File: config.mk
export PLATFORM = sky130hd
export DESIGN_NAME = interval_slot_reuse_allocator_top
export DESIGN_NICKNAME = d
export VERILOG_FILES = /design/src/sv/isra_pkg.sv /design/src/sv/isra_ctrl.sv /design/src/sv/isra_dp.sv /design/src/sv/interval_slot_reuse_allocator_top.sv
export SDC_FILE = /design/constraint.sdc
export NUM_CORES = 1
export LEC_CHECK = 0
export ABC_AREA = 1
export BUFFER_PORTS_ARGS = -buffer_cell sky130_fd_sc_hd__buf_2
export CORE_ASPECT_RATIO = 2
export CORE_MARGIN = 2
export CORE_UTILIZATION = 45
export DETAILED_ROUTE_END_ITERATION = 8
export GPL_TIMING_DRIVEN = 0
export HOLD_SLACK_MARGIN = 0.03
export PLACE_DENSITY = 0.6
export SYNTH_ARGS = -nofsm -noshare
export SYNTH_HDL_FRONTEND = slang
export SYNTH_SLANG_ARGS = --single-unit
File: constraint.sdc
create_clock -name clk -period 10.5 [get_ports clk]
set_input_delay 0.525 -clock clk [delete_from_list [all_inputs] [get_ports clk]]
set_output_delay 0.525 -clock clk [all_outputs]
set_load 0.05 [all_outputs]
File: src/sv/isra_pkg.sv
`timescale 1ns / 1ps
// ----------------------------------------------------------------------------
// isra_pkg
// Shared types and constants for the interval slot reuse allocator.
// ----------------------------------------------------------------------------
package isra_pkg;

    localparam int MAX_SLOTS_DEF  = 16;
    localparam int INDEX_BITS_DEF = 16;

    localparam int USE_W       = 16;
    localparam int SLOT_OUT_W  = 4;
    localparam int ADDR_W      = 24;
    localparam int COUNT_W     = 5;
    localparam int BYTES_W     = 21;
    localparam int CFG_IDX_W   = 1;
    localparam int CFG_DATA_W  = BYTES_W;

    localparam logic [COUNT_W-1:0] SLOT_COUNT_RESET = 5'd4;
    localparam logic [BYTES_W-1:0] SLOT_BYTES_RESET = 21'h20000;
    localparam logic [ADDR_W-1:0]  ADDR_MAX         = 24'hFFFFFF;

    localparam logic [CFG_IDX_W-1:0] CFG_SLOT_COUNT = 1'b0;
    localparam logic [CFG_IDX_W-1:0] CFG_SLOT_BYTES = 1'b1;

    typedef struct packed {
        logic [USE_W-1:0] first_use;
        logic [USE_W-1:0] last_use;
        logic             restart;
    } in_item_t;

    typedef struct packed {
        logic [SLOT_OUT_W-1:0] slot;
        logic [ADDR_W-1:0]     address;
        logic                  out_of_slots;
    } out_item_t;

    typedef enum logic [2:0] {
        ST_IDLE,
        ST_RELEASE,
        ST_PICK,
        ST_MULT,
        ST_DONE
    } state_t;

    // controller to datapath commands
    typedef struct packed {
        logic load_in;
        logic release_slots;
        logic pick;
        logic mult;
        logic load_out;
    } cmd_t;

endpackage

File: src/sv/isra_ctrl.sv
`timescale 1ns / 1ps
// ----------------------------------------------------------------------------
// isra_ctrl
// Sequencer for one interval: release, pick, address multiply, hand-off.
// ----------------------------------------------------------------------------
module isra_ctrl
(
    input  logic             clk,
    input  logic             rst_n,
    input  logic             in_valid,
    output logic             in_stall,
    output logic             out_valid,
    input  logic             out_stall,
    output isra_pkg::cmd_t   cmd
);

    isra_pkg::state_t state_reg;
    isra_pkg::state_t state_next;
    logic             out_valid_reg;
    logic             out_valid_next;

    always_ff @(posedge clk or negedge rst_n)
    begin
        if (!rst_n)
        begin
            state_reg     <= isra_pkg::ST_IDLE;
            out_valid_reg <= 1'b0;
        end
        else
        begin
            state_reg     <= state_next;
            out_valid_reg <= out_valid_next;
        end
    end

    always_comb
    begin
        state_next     = state_reg;
        cmd            = '0;
        in_stall       = 1'b1;
        out_valid_next = out_valid_reg && out_stall;
        case (state_reg)
            isra_pkg::ST_IDLE:
            begin
                in_stall = 1'b0;
                if (in_valid)
                begin
                    cmd.load_in = 1'b1;
                    state_next  = isra_pkg::ST_RELEASE;
                end
            end
            isra_pkg::ST_RELEASE:
            begin
                cmd.release_slots = 1'b1;
                state_next        = isra_pkg::ST_PICK;
            end
            isra_pkg::ST_PICK:
            begin
                cmd.pick   = 1'b1;
                state_next = isra_pkg::ST_MULT;
            end
            isra_pkg::ST_MULT:
            begin
                cmd.mult   = 1'b1;
                state_next = isra_pkg::ST_DONE;
            end
            isra_pkg::ST_DONE:
            begin
                // wait for the output register to be free or being taken
                if (!out_valid_reg || !out_stall)
                begin
                    cmd.load_out   = 1'b1;
                    out_valid_next = 1'b1;
                    state_next     = isra_pkg::ST_IDLE;
                end
            end
            default:
            begin
                state_next = isra_pkg::ST_IDLE;
            end
        endcase
    end

    assign out_valid = out_valid_reg;

    a_load_out_free: assert property (@(posedge clk) disable iff (!rst_n)
        cmd.load_out |-> (!out_valid_reg || !out_stall))
        else $error("result loaded over an untaken transaction");

    a_accept_starts: assert property (@(posedge clk) disable iff (!rst_n)
        (in_valid && !in_stall) |=> (state_reg == isra_pkg::ST_RELEASE))
        else $error("accepted interval did not start release");

    a_done_valid: assert property (@(posedge clk) disable iff (!rst_n)
        cmd.load_out |=> out_valid_reg)
        else $error("loaded result not presented");

endmodule

File: src/sv/isra_dp.sv
`timescale 1ns / 1ps
// ----------------------------------------------------------------------------
// isra_dp
// Slot table, per-slot release compare, lowest-free pick and address multiply.
// ----------------------------------------------------------------------------
module isra_dp
#(
    parameter int MAX_SLOTS  = isra_pkg::MAX_SLOTS_DEF,
    parameter int INDEX_BITS = isra_pkg::INDEX_BITS_DEF
)
(
    input  logic                                clk,
    input  logic                                rst_n,
    input  isra_pkg::cmd_t                      cmd,
    input  isra_pkg::in_item_t                  in_data,
    output isra_pkg::out_item_t                 out_data,
    input  logic                                cfg_write,
    input  logic [isra_pkg::CFG_IDX_W-1:0]      cfg_index,
    input  logic [isra_pkg::CFG_DATA_W-1:0]     cfg_data
);

    localparam int SLOT_W = (MAX_SLOTS > 1) ? $clog2(MAX_SLOTS) : 1;
    localparam int PROD_W = SLOT_W + isra_pkg::BYTES_W;

    logic [isra_pkg::COUNT_W-1:0] slot_count_reg;
    logic [isra_pkg::BYTES_W-1:0] slot_bytes_reg;

    logic [INDEX_BITS-1:0] first_reg;
    logic [INDEX_BITS-1:0] last_reg;
    logic                  restart_reg;

    logic [MAX_SLOTS-1:0]  busy_reg;
    logic [MAX_SLOTS-1:0]  busy_next;
    logic [INDEX_BITS-1:0] last_use_mem [MAX_SLOTS];

    logic [SLOT_W-1:0]     pick_reg;
    logic                  found_reg;
    logic [SLOT_W-1:0]     pick_c;
    logic                  found_c;
    logic [MAX_SLOTS-1:0]  usable;

    logic [PROD_W-1:0]     prod;
    logic [31:0]           prod_wide;
    logic [31:0]           pick_wide;
    logic [31:0]           first_wide;
    logic [31:0]           last_wide;
    isra_pkg::out_item_t   result_reg;
    isra_pkg::out_item_t   out_reg;

    // index mask: keep the low INDEX_BITS of each use index
    assign first_wide = {16'd0, in_data.first_use};
    assign last_wide  = {16'd0, in_data.last_use};

    always_ff @(posedge clk or negedge rst_n)
    begin
        if (!rst_n)
        begin
            slot_count_reg <= isra_pkg::SLOT_COUNT_RESET;
            slot_bytes_reg <= isra_pkg::SLOT_BYTES_RESET;
        end
        else if (cfg_write)
        begin
            case (cfg_index)
                isra_pkg::CFG_SLOT_COUNT:
                    slot_count_reg <= cfg_data[isra_pkg::COUNT_W-1:0];
                isra_pkg::CFG_SLOT_BYTES:
                    slot_bytes_reg <= cfg_data;
                default:
                    slot_bytes_reg <= slot_bytes_reg;
            endcase
        end
    end

    always_ff @(posedge clk)
    begin
        if (cmd.load_in)
        begin
            first_reg   <= first_wide[INDEX_BITS-1:0];
            last_reg    <= last_wide[INDEX_BITS-1:0];
            restart_reg <= in_data.restart;
        end
    end

    // slot usable when below the configured count, which saturates at the bank size
    always_comb
    begin
        for (int i = 0; i < MAX_SLOTS; i++)
        begin
            usable[i] = ({27'd0, slot_count_reg} > 32'(i));
        end
    end

    // lowest free usable slot
    always_comb
    begin
        pick_c  = '0;
        found_c = 1'b0;
        for (int i = MAX_SLOTS - 1; i >= 0; i--)
        begin
            if (usable[i] && !busy_reg[i])
            begin
                pick_c  = SLOT_W'(i);
                found_c = 1'b1;
            end
        end
    end

    always_comb
    begin
        busy_next = busy_reg;
        if (cmd.release_slots)
        begin
            for (int i = 0; i < MAX_SLOTS; i++)
            begin
                if (restart_reg || (busy_reg[i] && (last_use_mem[i] < first_reg)))
                begin
                    busy_next[i] = 1'b0;
                end
            end
        end
        else if (cmd.pick && found_c)
        begin
            busy_next[pick_c] = 1'b1;
        end
    end

    always_ff @(posedge clk or negedge rst_n)
    begin
        if (!rst_n)
        begin
            busy_reg <= '0;
        end
        else
        begin
            busy_reg <= busy_next;
        end
    end

    always_ff @(posedge clk)
    begin
        if (cmd.pick)
        begin
            pick_reg  <= pick_c;
            found_reg <= found_c;
            if (found_c)
            begin
                last_use_mem[pick_c] <= last_reg;
            end
        end
    end

    assign prod      = PROD_W'(pick_reg) * PROD_W'(slot_bytes_reg);
    assign prod_wide = 32'(prod);
    assign pick_wide = 32'(pick_reg);

    always_ff @(posedge clk)
    begin
        if (cmd.mult)
        begin
            if (found_reg)
            begin
                result_reg.slot         <= pick_wide[isra_pkg::SLOT_OUT_W-1:0];
                result_reg.address      <= (prod_wide > 32'(isra_pkg::ADDR_MAX))
                                           ? isra_pkg::ADDR_MAX
                                           : prod_wide[isra_pkg::ADDR_W-1:0];
                result_reg.out_of_slots <= 1'b0;
            end
            else
            begin
                result_reg.slot         <= '0;
                result_reg.address      <= '0;
                result_reg.out_of_slots <= 1'b1;
            end
        end
        if (cmd.load_out)
        begin
            out_reg <= result_reg;
        end
    end

    assign out_data = out_reg;

    a_pick_marks_busy: assert property (@(posedge clk) disable iff (!rst_n)
        (cmd.pick && found_c) |=> busy_reg[pick_reg])
        else $error("granted slot not marked busy");

    a_pick_usable: assert property (@(posedge clk) disable iff (!rst_n)
        (cmd.pick && found_c) |-> (usable[pick_c] && !busy_reg[pick_c]))
        else $error("granted slot not free and usable");

    a_release_only_clears: assert property (@(posedge clk) disable iff (!rst_n)
        cmd.release_slots |=> ((busy_reg & ~$past(busy_reg)) == '0))
        else $error("release set a busy bit");

    a_restart_frees_all: assert property (@(posedge clk) disable iff (!rst_n)
        (cmd.release_slots && restart_reg) |=> (busy_reg == '0))
        else $error("restart left a slot busy");

endmodule

File: src/sv/interval_slot_reuse_allocator_top.sv
`timescale 1ns / 1ps
// ----------------------------------------------------------------------------
// interval_slot_reuse_allocator_top
// Linear-scan slot allocator: one live interval in, one slot grant out.
// ----------------------------------------------------------------------------
// usage
//   input channel  in_valid / in_stall / in_data: one interval per transaction
//   (first_use, last_use, restart), sorted by first use then last use
//   output channel out_valid / out_stall / out_data: one grant per interval
//   (slot, address = slot * slot_bytes saturated to 24 bits, out_of_slots)
//   config channel cfg_valid / cfg_ready / cfg_index / cfg_data: index 0 is
//   slot_count, index 1 is slot_bytes; write only while the block is idle
// timing
//   the sequencer walks release, pick, multiply and hand-off states after
//   an interval is taken and takes no new interval until it is back in idle,
//   so it works on one interval at a time
//   the output register lets the next interval be taken while a grant waits
// reset
//   all slots free, slot_count 4, slot_bytes 0x20000, no result pending
// stall
//   a stalled result holds; the next result then waits in the hand-off state
// ----------------------------------------------------------------------------
module interval_slot_reuse_allocator_top
#(
    parameter int MAX_SLOTS  = isra_pkg::MAX_SLOTS_DEF,
    parameter int INDEX_BITS = isra_pkg::INDEX_BITS_DEF
)
(
    input  logic                            clk,
    input  logic                            rst_n,
    input  logic                            in_valid,
    output logic                            in_stall,
    input  isra_pkg::in_item_t              in_data,
    output logic                            out_valid,
    input  logic                            out_stall,
    output isra_pkg::out_item_t             out_data,
    input  logic                            cfg_valid,
    output logic                            cfg_ready,
    input  logic [isra_pkg::CFG_IDX_W-1:0]  cfg_index,
    input  logic [isra_pkg::CFG_DATA_W-1:0] cfg_data
);

    isra_pkg::cmd_t cmd;

    assign cfg_ready = 1'b1;

    isra_ctrl u_ctrl
    (
        .clk       (clk),
        .rst_n     (rst_n),
        .in_valid  (in_valid),
        .in_stall  (in_stall),
        .out_valid (out_valid),
        .out_stall (out_stall),
        .cmd       (cmd)
    );

    isra_dp
    #(
        .MAX_SLOTS  (MAX_SLOTS),
        .INDEX_BITS (INDEX_BITS)
    )
    u_dp
    (
        .clk       (clk),
        .rst_n     (rst_n),
        .cmd       (cmd),
        .in_data   (in_data),
        .out_data  (out_data),
        .cfg_write (cfg_valid && cfg_ready),
        .cfg_index (cfg_index),
        .cfg_data  (cfg_data)
    );

endmodule
; ---- After elaboration in Yosys (flattened, before gate mapping)
; Memories as Yosys holds them, arrays and structs flattened.
; Index checks and enable logic that the tools add are counted.
[word_totals]
register_bits = 142
in_bits = 60
output_inout_bits = 32
elab_cells = 253
mem_bits_rw = 256
n_memories = 1
[mem_list]
columns = memory, depth, word_bits, read_ports, rd_clocked_by_memory_dff, wr, line_no
row1 = u_dp.last_use_mem, 16, 16, 16, 0, 1, isra_dp.sv:34  ; logic [INDEX_BITS-1:0] last_use_mem [MAX_SLOTS];
[classes]
n_mul = 1
bitwise_logic = 2
magnitude_cmp = 35
n_mux = 70
n_reduce_logical = 91
eq_ne = 22
[ops]
columns = cell, n
row1 = $lt A16 B16 Y1, 16
row2 = $mux W4, 16
row3 = $mux W1, 47
row4 = $gt A5 B4 Y1 const B, 8
row5 = $reduce_and A2 Y1, 19
row6 = $logic_and A1 B1 Y1, 35
row7 = $ne A2 B1 Y1 const B, 17
row8 = $mux W16, 2
row9 = $gt A25 B24 Y1 const B, 1
row10 = $mul A4 B21 Y25, 1
row11 = $mux W24, 1
row12 = $gt A5 B3 Y1 const B, 4
row13 = $logic_not A1 Y1, 18
row14 = $logic_or A1 B1 Y1, 17
row15 = $or A16 B16 Y16, 1
row16 = $pmux W3 S5, 1
row17 = $gt A5 B1 Y1 const B, 2
row18 = $gt A5 B2 Y1 const B, 2
row19 = $eq A3 B2 Y1 const B, 2
row20 = $mux W3, 2
row21 = $lt A4 B5 Y1 const B, 1
row22 = $demux W1 S4, 1
row23 = $ge A4 B1 Y1 const B, 1
row24 = $eq A3 B1 Y1 const B, 1
row25 = 5 further kinds, 5

; ---- Depth between registers and ports, before layout
[logic_depth]
ltp_word = 25
mapped_depth = 20
ltp_nobuf = 19

; ---- Cells and area by module
; A second synthesis with hierarchy kept.
[hier_totals]
cells_unflattened = 1830
hier_area_um2 = 21134.0
[by_module_without_submodules]
columns = mod, area_each_um2, cells_per_inst, seq_area_each_um2, n_inst
row1 = isra_dp, 20922.6, 1802, 11623.6, 1
row2 = isra_ctrl, 200.2, 26, 100.1, 1
row3 = interval_slot_reuse_allocator_top, 11.3, 2, 0.0, 1

; ---- Worst setup path before layout
; No wires, ideal clock.
[synth_path]
path_kind = register -> register
start = register u_dp.pick_reg[3]
end = register u_dp.result_reg[10] (netlist name), data pin
n_path_buf = 2
t_arrival_ps = 3706
required_time_ps = 10231
path_stages_with_launch = 19
period_less_slack_ps = 3975
setup_time_ps = 269
path_slack_ps = 6525
cell_sequence = edfxtp_1 -> clkbuf_1 -> nand2_1 -> fa_1 -> inv_1 -> fa_1 -> fa_1 -> nand2_1 -> inv_1 -> o21ai_0 -> nand2_1 -> nand2_1 -> nand2_1 -> a21oi_1 -> o211ai_1 -> or2_2 -> nand3_1 -> buf_2 -> o21ai_0
[synth_between]
elab_chain_len = 3
[synth_rtl]
columns = element, line_no
row1 = "start, declared", isra_dp.sv:36  ; logic [SLOT_W-1:0] pick_reg;
row2 = "start signal, assigned", isra_dp.sv:143  ; pick_reg <= pick_c;
row3 = $mul A4 B21 Y25 *, isra_dp.sv:152  ; assign prod = PROD_W'(pick_reg) * PROD_W'(slot_bytes_reg);
row4 = $gt A25 B24 Y1, isra_dp.sv:163  ; result_reg.address <= (prod_wide > 32'(isra_pkg::ADDR_MAX))
row5 = $mux W24 *, isra_dp.sv:164  ; ? isra_pkg::ADDR_MAX
row6 = "end, declared", isra_dp.sv:47  ; isra_pkg::out_item_t result_reg;
; Every way passes the cells marked *; elsewhere a longest branch is shown, timed or not.
; A chain may end at the register's enable or synchronous reset.

; ---- Worst setup path in the final report
[layout_path]
start = register u_dp.pick_reg[3]
end = register u_dp.result_reg[8] (netlist name), data pin
; Same word-level chain as after synthesis.

==> summary.txt <==
Outcome
  – Status: finished, final reports clean

Critical path
  – Worst R2R Setup Slack: 5800 ps
  – Cells along the critical path: clkbuf_1, nand2_1, fa_1, inv_1, fa_1, fa_1, nand2_1, inv_1, o21ai_0, nand2_1, nand2_1, nand2_1, a21oi_1, o211ai_1, or2_2, nand3_1, buf_2, o21ai_0
  – CP top delay family: adder cells
  – Reg-to-Reg Start: u_dp.pick_reg[3]$_DFFE_PN_
  – Critical Path AT: roughly 5000 ps
  – Worst Path Required: ~11000 ps
  – WP buf/inv: 4
  – Reg2Reg Depth: 18
  – Critical path class: register to register
  – Setup crit start kind: register
  – Critical Path Source: u_dp.pick_reg[3]$_DFFE_PN_
  – CP Capture Type: register
  – Reg-to-reg endpoint: u_dp.result_reg[8]$_SDFFCE_PN0P_
  – Max stage delay on crit path: 550 ps
  – Crit path top cell by count: nand2_1
  – Max stage delay cell, worst path: fa_1
  – Critical Path Stages: 18
  – CP max FO: 10
  – Worst Setup EP: u_dp.result_reg[8]$_SDFFCE_PN0P_

Timing
  – RSZ-0062 raised after global routing: false
  – Hold Vio Cnt, Final: 0
  – Layout Skew: approximately 28 ps
  – Fin Setup TNS: 0 ps
  – Worst-Margin Slew: about 1100 ps
  – Period Utilization, post-route: around 45%
  – Max Transition Viols Final: 0
  – Post-route setup slack: 5800 ps
  – Max Clk Rate: 213 MHz
  – Worst slew margin: around 27%
  – Tmin final: 4700 ps
  – Setup violations, final: 0

Layout
  – Util after Layout: between 50% and 60%
  – Nets@finish: between 2000 and 2500
  – Max reg flops: between 200 and 300
  – Design Area, Final: 23600 um2
  – Antenna cells: 0
  – Syn-to-layout area delta: 12.2%
  – Fraction of layout cells with a size suffix above 1: 10.2%

Power
  – Reg power frac: 40.2%
  – PwrDens: 226 nW/um2
  – Max IR drop VDD: roughly 180 uV
  – Comb power frac: between 30% and 40%
  – Leak: around 10 nW
  – Overall power: ~0.0053 W
  – Switching pwr: around 0.0019 W
  – Clock power frac: 26.2%
  – Internal: about 0.0034 W
  – Switch share: 36.0%

Global route
  – Initial antenna violation count: 0
  – First-pass GRT wire length: about 72000 um
  – Largest net degree at the start of global routing: 47
  – Number of global-route vias before repair: between 10000 and 15000
  – Global route overflow: 0
  – GRT Util Overall: roughly 19%

Detailed routing
  – DR pass1 iterations: 5
  – Vias after detailed routing: 13312
  – DRC viols: 0
  – Iteration-0 DRC Markers: about 650
  – Antenna-violating nets left: 0
  – Drt total wl: ~46000 um
  – Via-to-Cell Ratio: ~5
  – Routed wire per std cell: 17.5 um

Placement
  – GP Congestion: 0.860
  – DP Area: between 20000 and 25000 um2
  – Setup WS pre-CTS: approximately 5800 ps
  – Port Buffers: 90
  – Hpwl dp: roughly 33000 um

Yosys
  – Number of distinct library cells after synthesis: 45
  – Top-area cell type share of the netlist area: between 50% and 60%
  – Cell area after synthesis: about 21000 um2
  – Area contributors post-synth: edfxtp_1 (50%), ha_1 (16%), nand2_1 (5.7%), dfrtp_1 (5.2%), inv_1 (4.6%)
  – #FFs+latches synth: roughly 400
  – Seq/Total Area, Yosys: between 50% and 60%
  – Syn. warnings: 0
  – Syn_nets: ~2200
  – Syn avg cell area: ~12 um2
  – Synth area leader: edfxtp_1
  – Mapped Cells: between 1500 and 2000

Clocking
  – Worst skew pair latency: 540 ps
  – H-tree depth: 2
  – Clock buffer depth: 3
  – CTS tree: yes
  – Root buffer cell: clkbuf_16
  – TritonCTS Buffers: 37
  – CTS clock-pin slew for the worst setup and hold paths: around 60 ps
  – Sink Count: approximately 400
  – Post-CTS Resized: 0
  – Post-CTS setup repair buffer count: 0
  – Hold_buf cts: 0

Floorplan
  – Num rows: ~110
  – Die Y: between 300 and 400 um
  – Starting Density: a little under half
  – I/O Pins: just over 90
  – Core ar.: roughly 46000 um2
  – Die ar.: 48700 um2
  – Chip width: between 150 and 200 um

Hold path
  – Hold Path Class: input pin to register
  – Min-Delay Startpoint: in_data[10]

Flow run
  – Number of max-cap violations: 0
worst register-to-register path, stage by stage, from the launching register on:
cell and delay, ps:
edfxtp_1 490, clkbuf_1 450, nand2_1 150, fa_1 550
inv_1 50, fa_1 520, fa_1 450, nand2_1 70
inv_1 50, o21ai_0 140, nand2_1 130, nand2_1 120
nand2_1 60, a21oi_1 200, o211ai_1 140, or2_2 290
nand3_1 170, buf_2 250, o21ai_0 150
cell families (layout without fill, tap and decap cells):
family                     Yosys count  in the layout  share of synthesized area, %
and+or+nand+nor                    467            467                          9.10
DFF                                398            398                          55.6
AOI/OAI and AO/OA                  345            345                          9.48
adders and majority gates          307            307                          19.6
buffers and inverters              287            446                          5.20
muxes                               16             16                         0.855
xor gates and xnor gates             3              3                         0.125
other                                1              1                        0.0178
power by group through the flow:
stage / sequential, W / combinational [W] / clock, W
floorplan: 0.00218 / 0.00124 / 0
global placement: 0.00219 / 0.00173 / 0
detailed placement: 0.00219 / 0.00179 / 0
CTS: 0.00215 / 0.00180 / 0.00143
global route: 0.00217 / 0.00207 / 0.00148
finish: 0.00215 / 0.00180 / 0.00140
area by class of cell:
class,count,area (um2)
fillers,4101,22800
flip-flops and latches,398,11700
multi-input cells,1139,8260
inverters,265,996
clock buffers,43,970
well taps,627,785
repair buffers,93,513
clock inverters,23,284
plain buffers,22,98.8
layout by cell type (no fill, tap or decap), drive strengths merged:
master	count
ha	269
a221oi	1
buf	99
a21oi	177
xor2	3
mux2	16
nand4	13
a21o	1
a22oi	8
inv	265
nor4	2
nor2	66
dfstp	2
o2111ai	7
bufinv	6
clkinv	13
o31ai	12
a21boi	4
a31oi	4
conb	1
clkinvlp	4
clkbuf	59
o21bai	2
o211ai	36
edfxtp	352
nor3	16
o21a	17
nand3b	1
nand2	324
o21ai	76
dfrtp	44
fa	38
or2	4
nand3	41
worst min path at each step:
| stage | end | slack [ps] | cells after the start |
|---|---|---|---|
| 6_report | u_dp.last_reg[9]$_DFFE_PP_ | 160 | 1 |
| 5_1_grt | u_dp.last_reg[10]$_DFFE_PP_ | 140 | 1 |
| 4_1_cts | u_dp.first_reg[10]$_DFFE_PP_ | 130 | 1 |
| 3_5_place_dp | u_dp.out_data[28]$_DFFE_PP_ | 400 | 0 |
| 3_3_place_gp | u_dp.out_data[27]$_DFFE_PP_ | 400 | 0 |
| 2_1_floorplan | u_ctrl.out_valid$_DFF_PN0_ | 230 | 0 |
per-layer routing:
metal / track usage [%] / vias up / share of wire [%]
met1: 25.4 / 6352 / 45
met4: 5.33 / 0 / 2.4
met2: 33.6 / 232 / 49
met5: 0 / - / 0
li1: - / 6664 / -
met3: 2.10 / 64 / 3.2
Yosys cell counts, drive strengths merged:
cell	count
a21oi	177
nor4	2
conb	1
edfxtp	352
or2	4
nor3	16
nand2	324
a31oi	4
o21bai	2
xor2	3
o21ai	76
o31ai	12
o21a	17
clkbuf	16
inv	264
dfrtp	44
a21boi	4
nand4	13
nor2	66
dfstp	2
o2111ai	7
o211ai	36
a221oi	1
a21o	1
fa	38
mux2	16
clkinv	1
a22oi	8
nand3b	1
nand3	41
ha	269
buf	6
through the flow:
| step | std cells | hold WS [ps] |
|---|---|---|
| 4_1_cts | 2610 | 132 |
| 6_report | 2610 | 156 |
| 5_1_grt | 2610 | 141 |
| 2_1_floorplan | 1824 | 229 |
| 3_3_place_gp | 2541 | 405 |
| 3_5_place_dp | 2544 | 405 |
(Power assumes the default switching activity.)
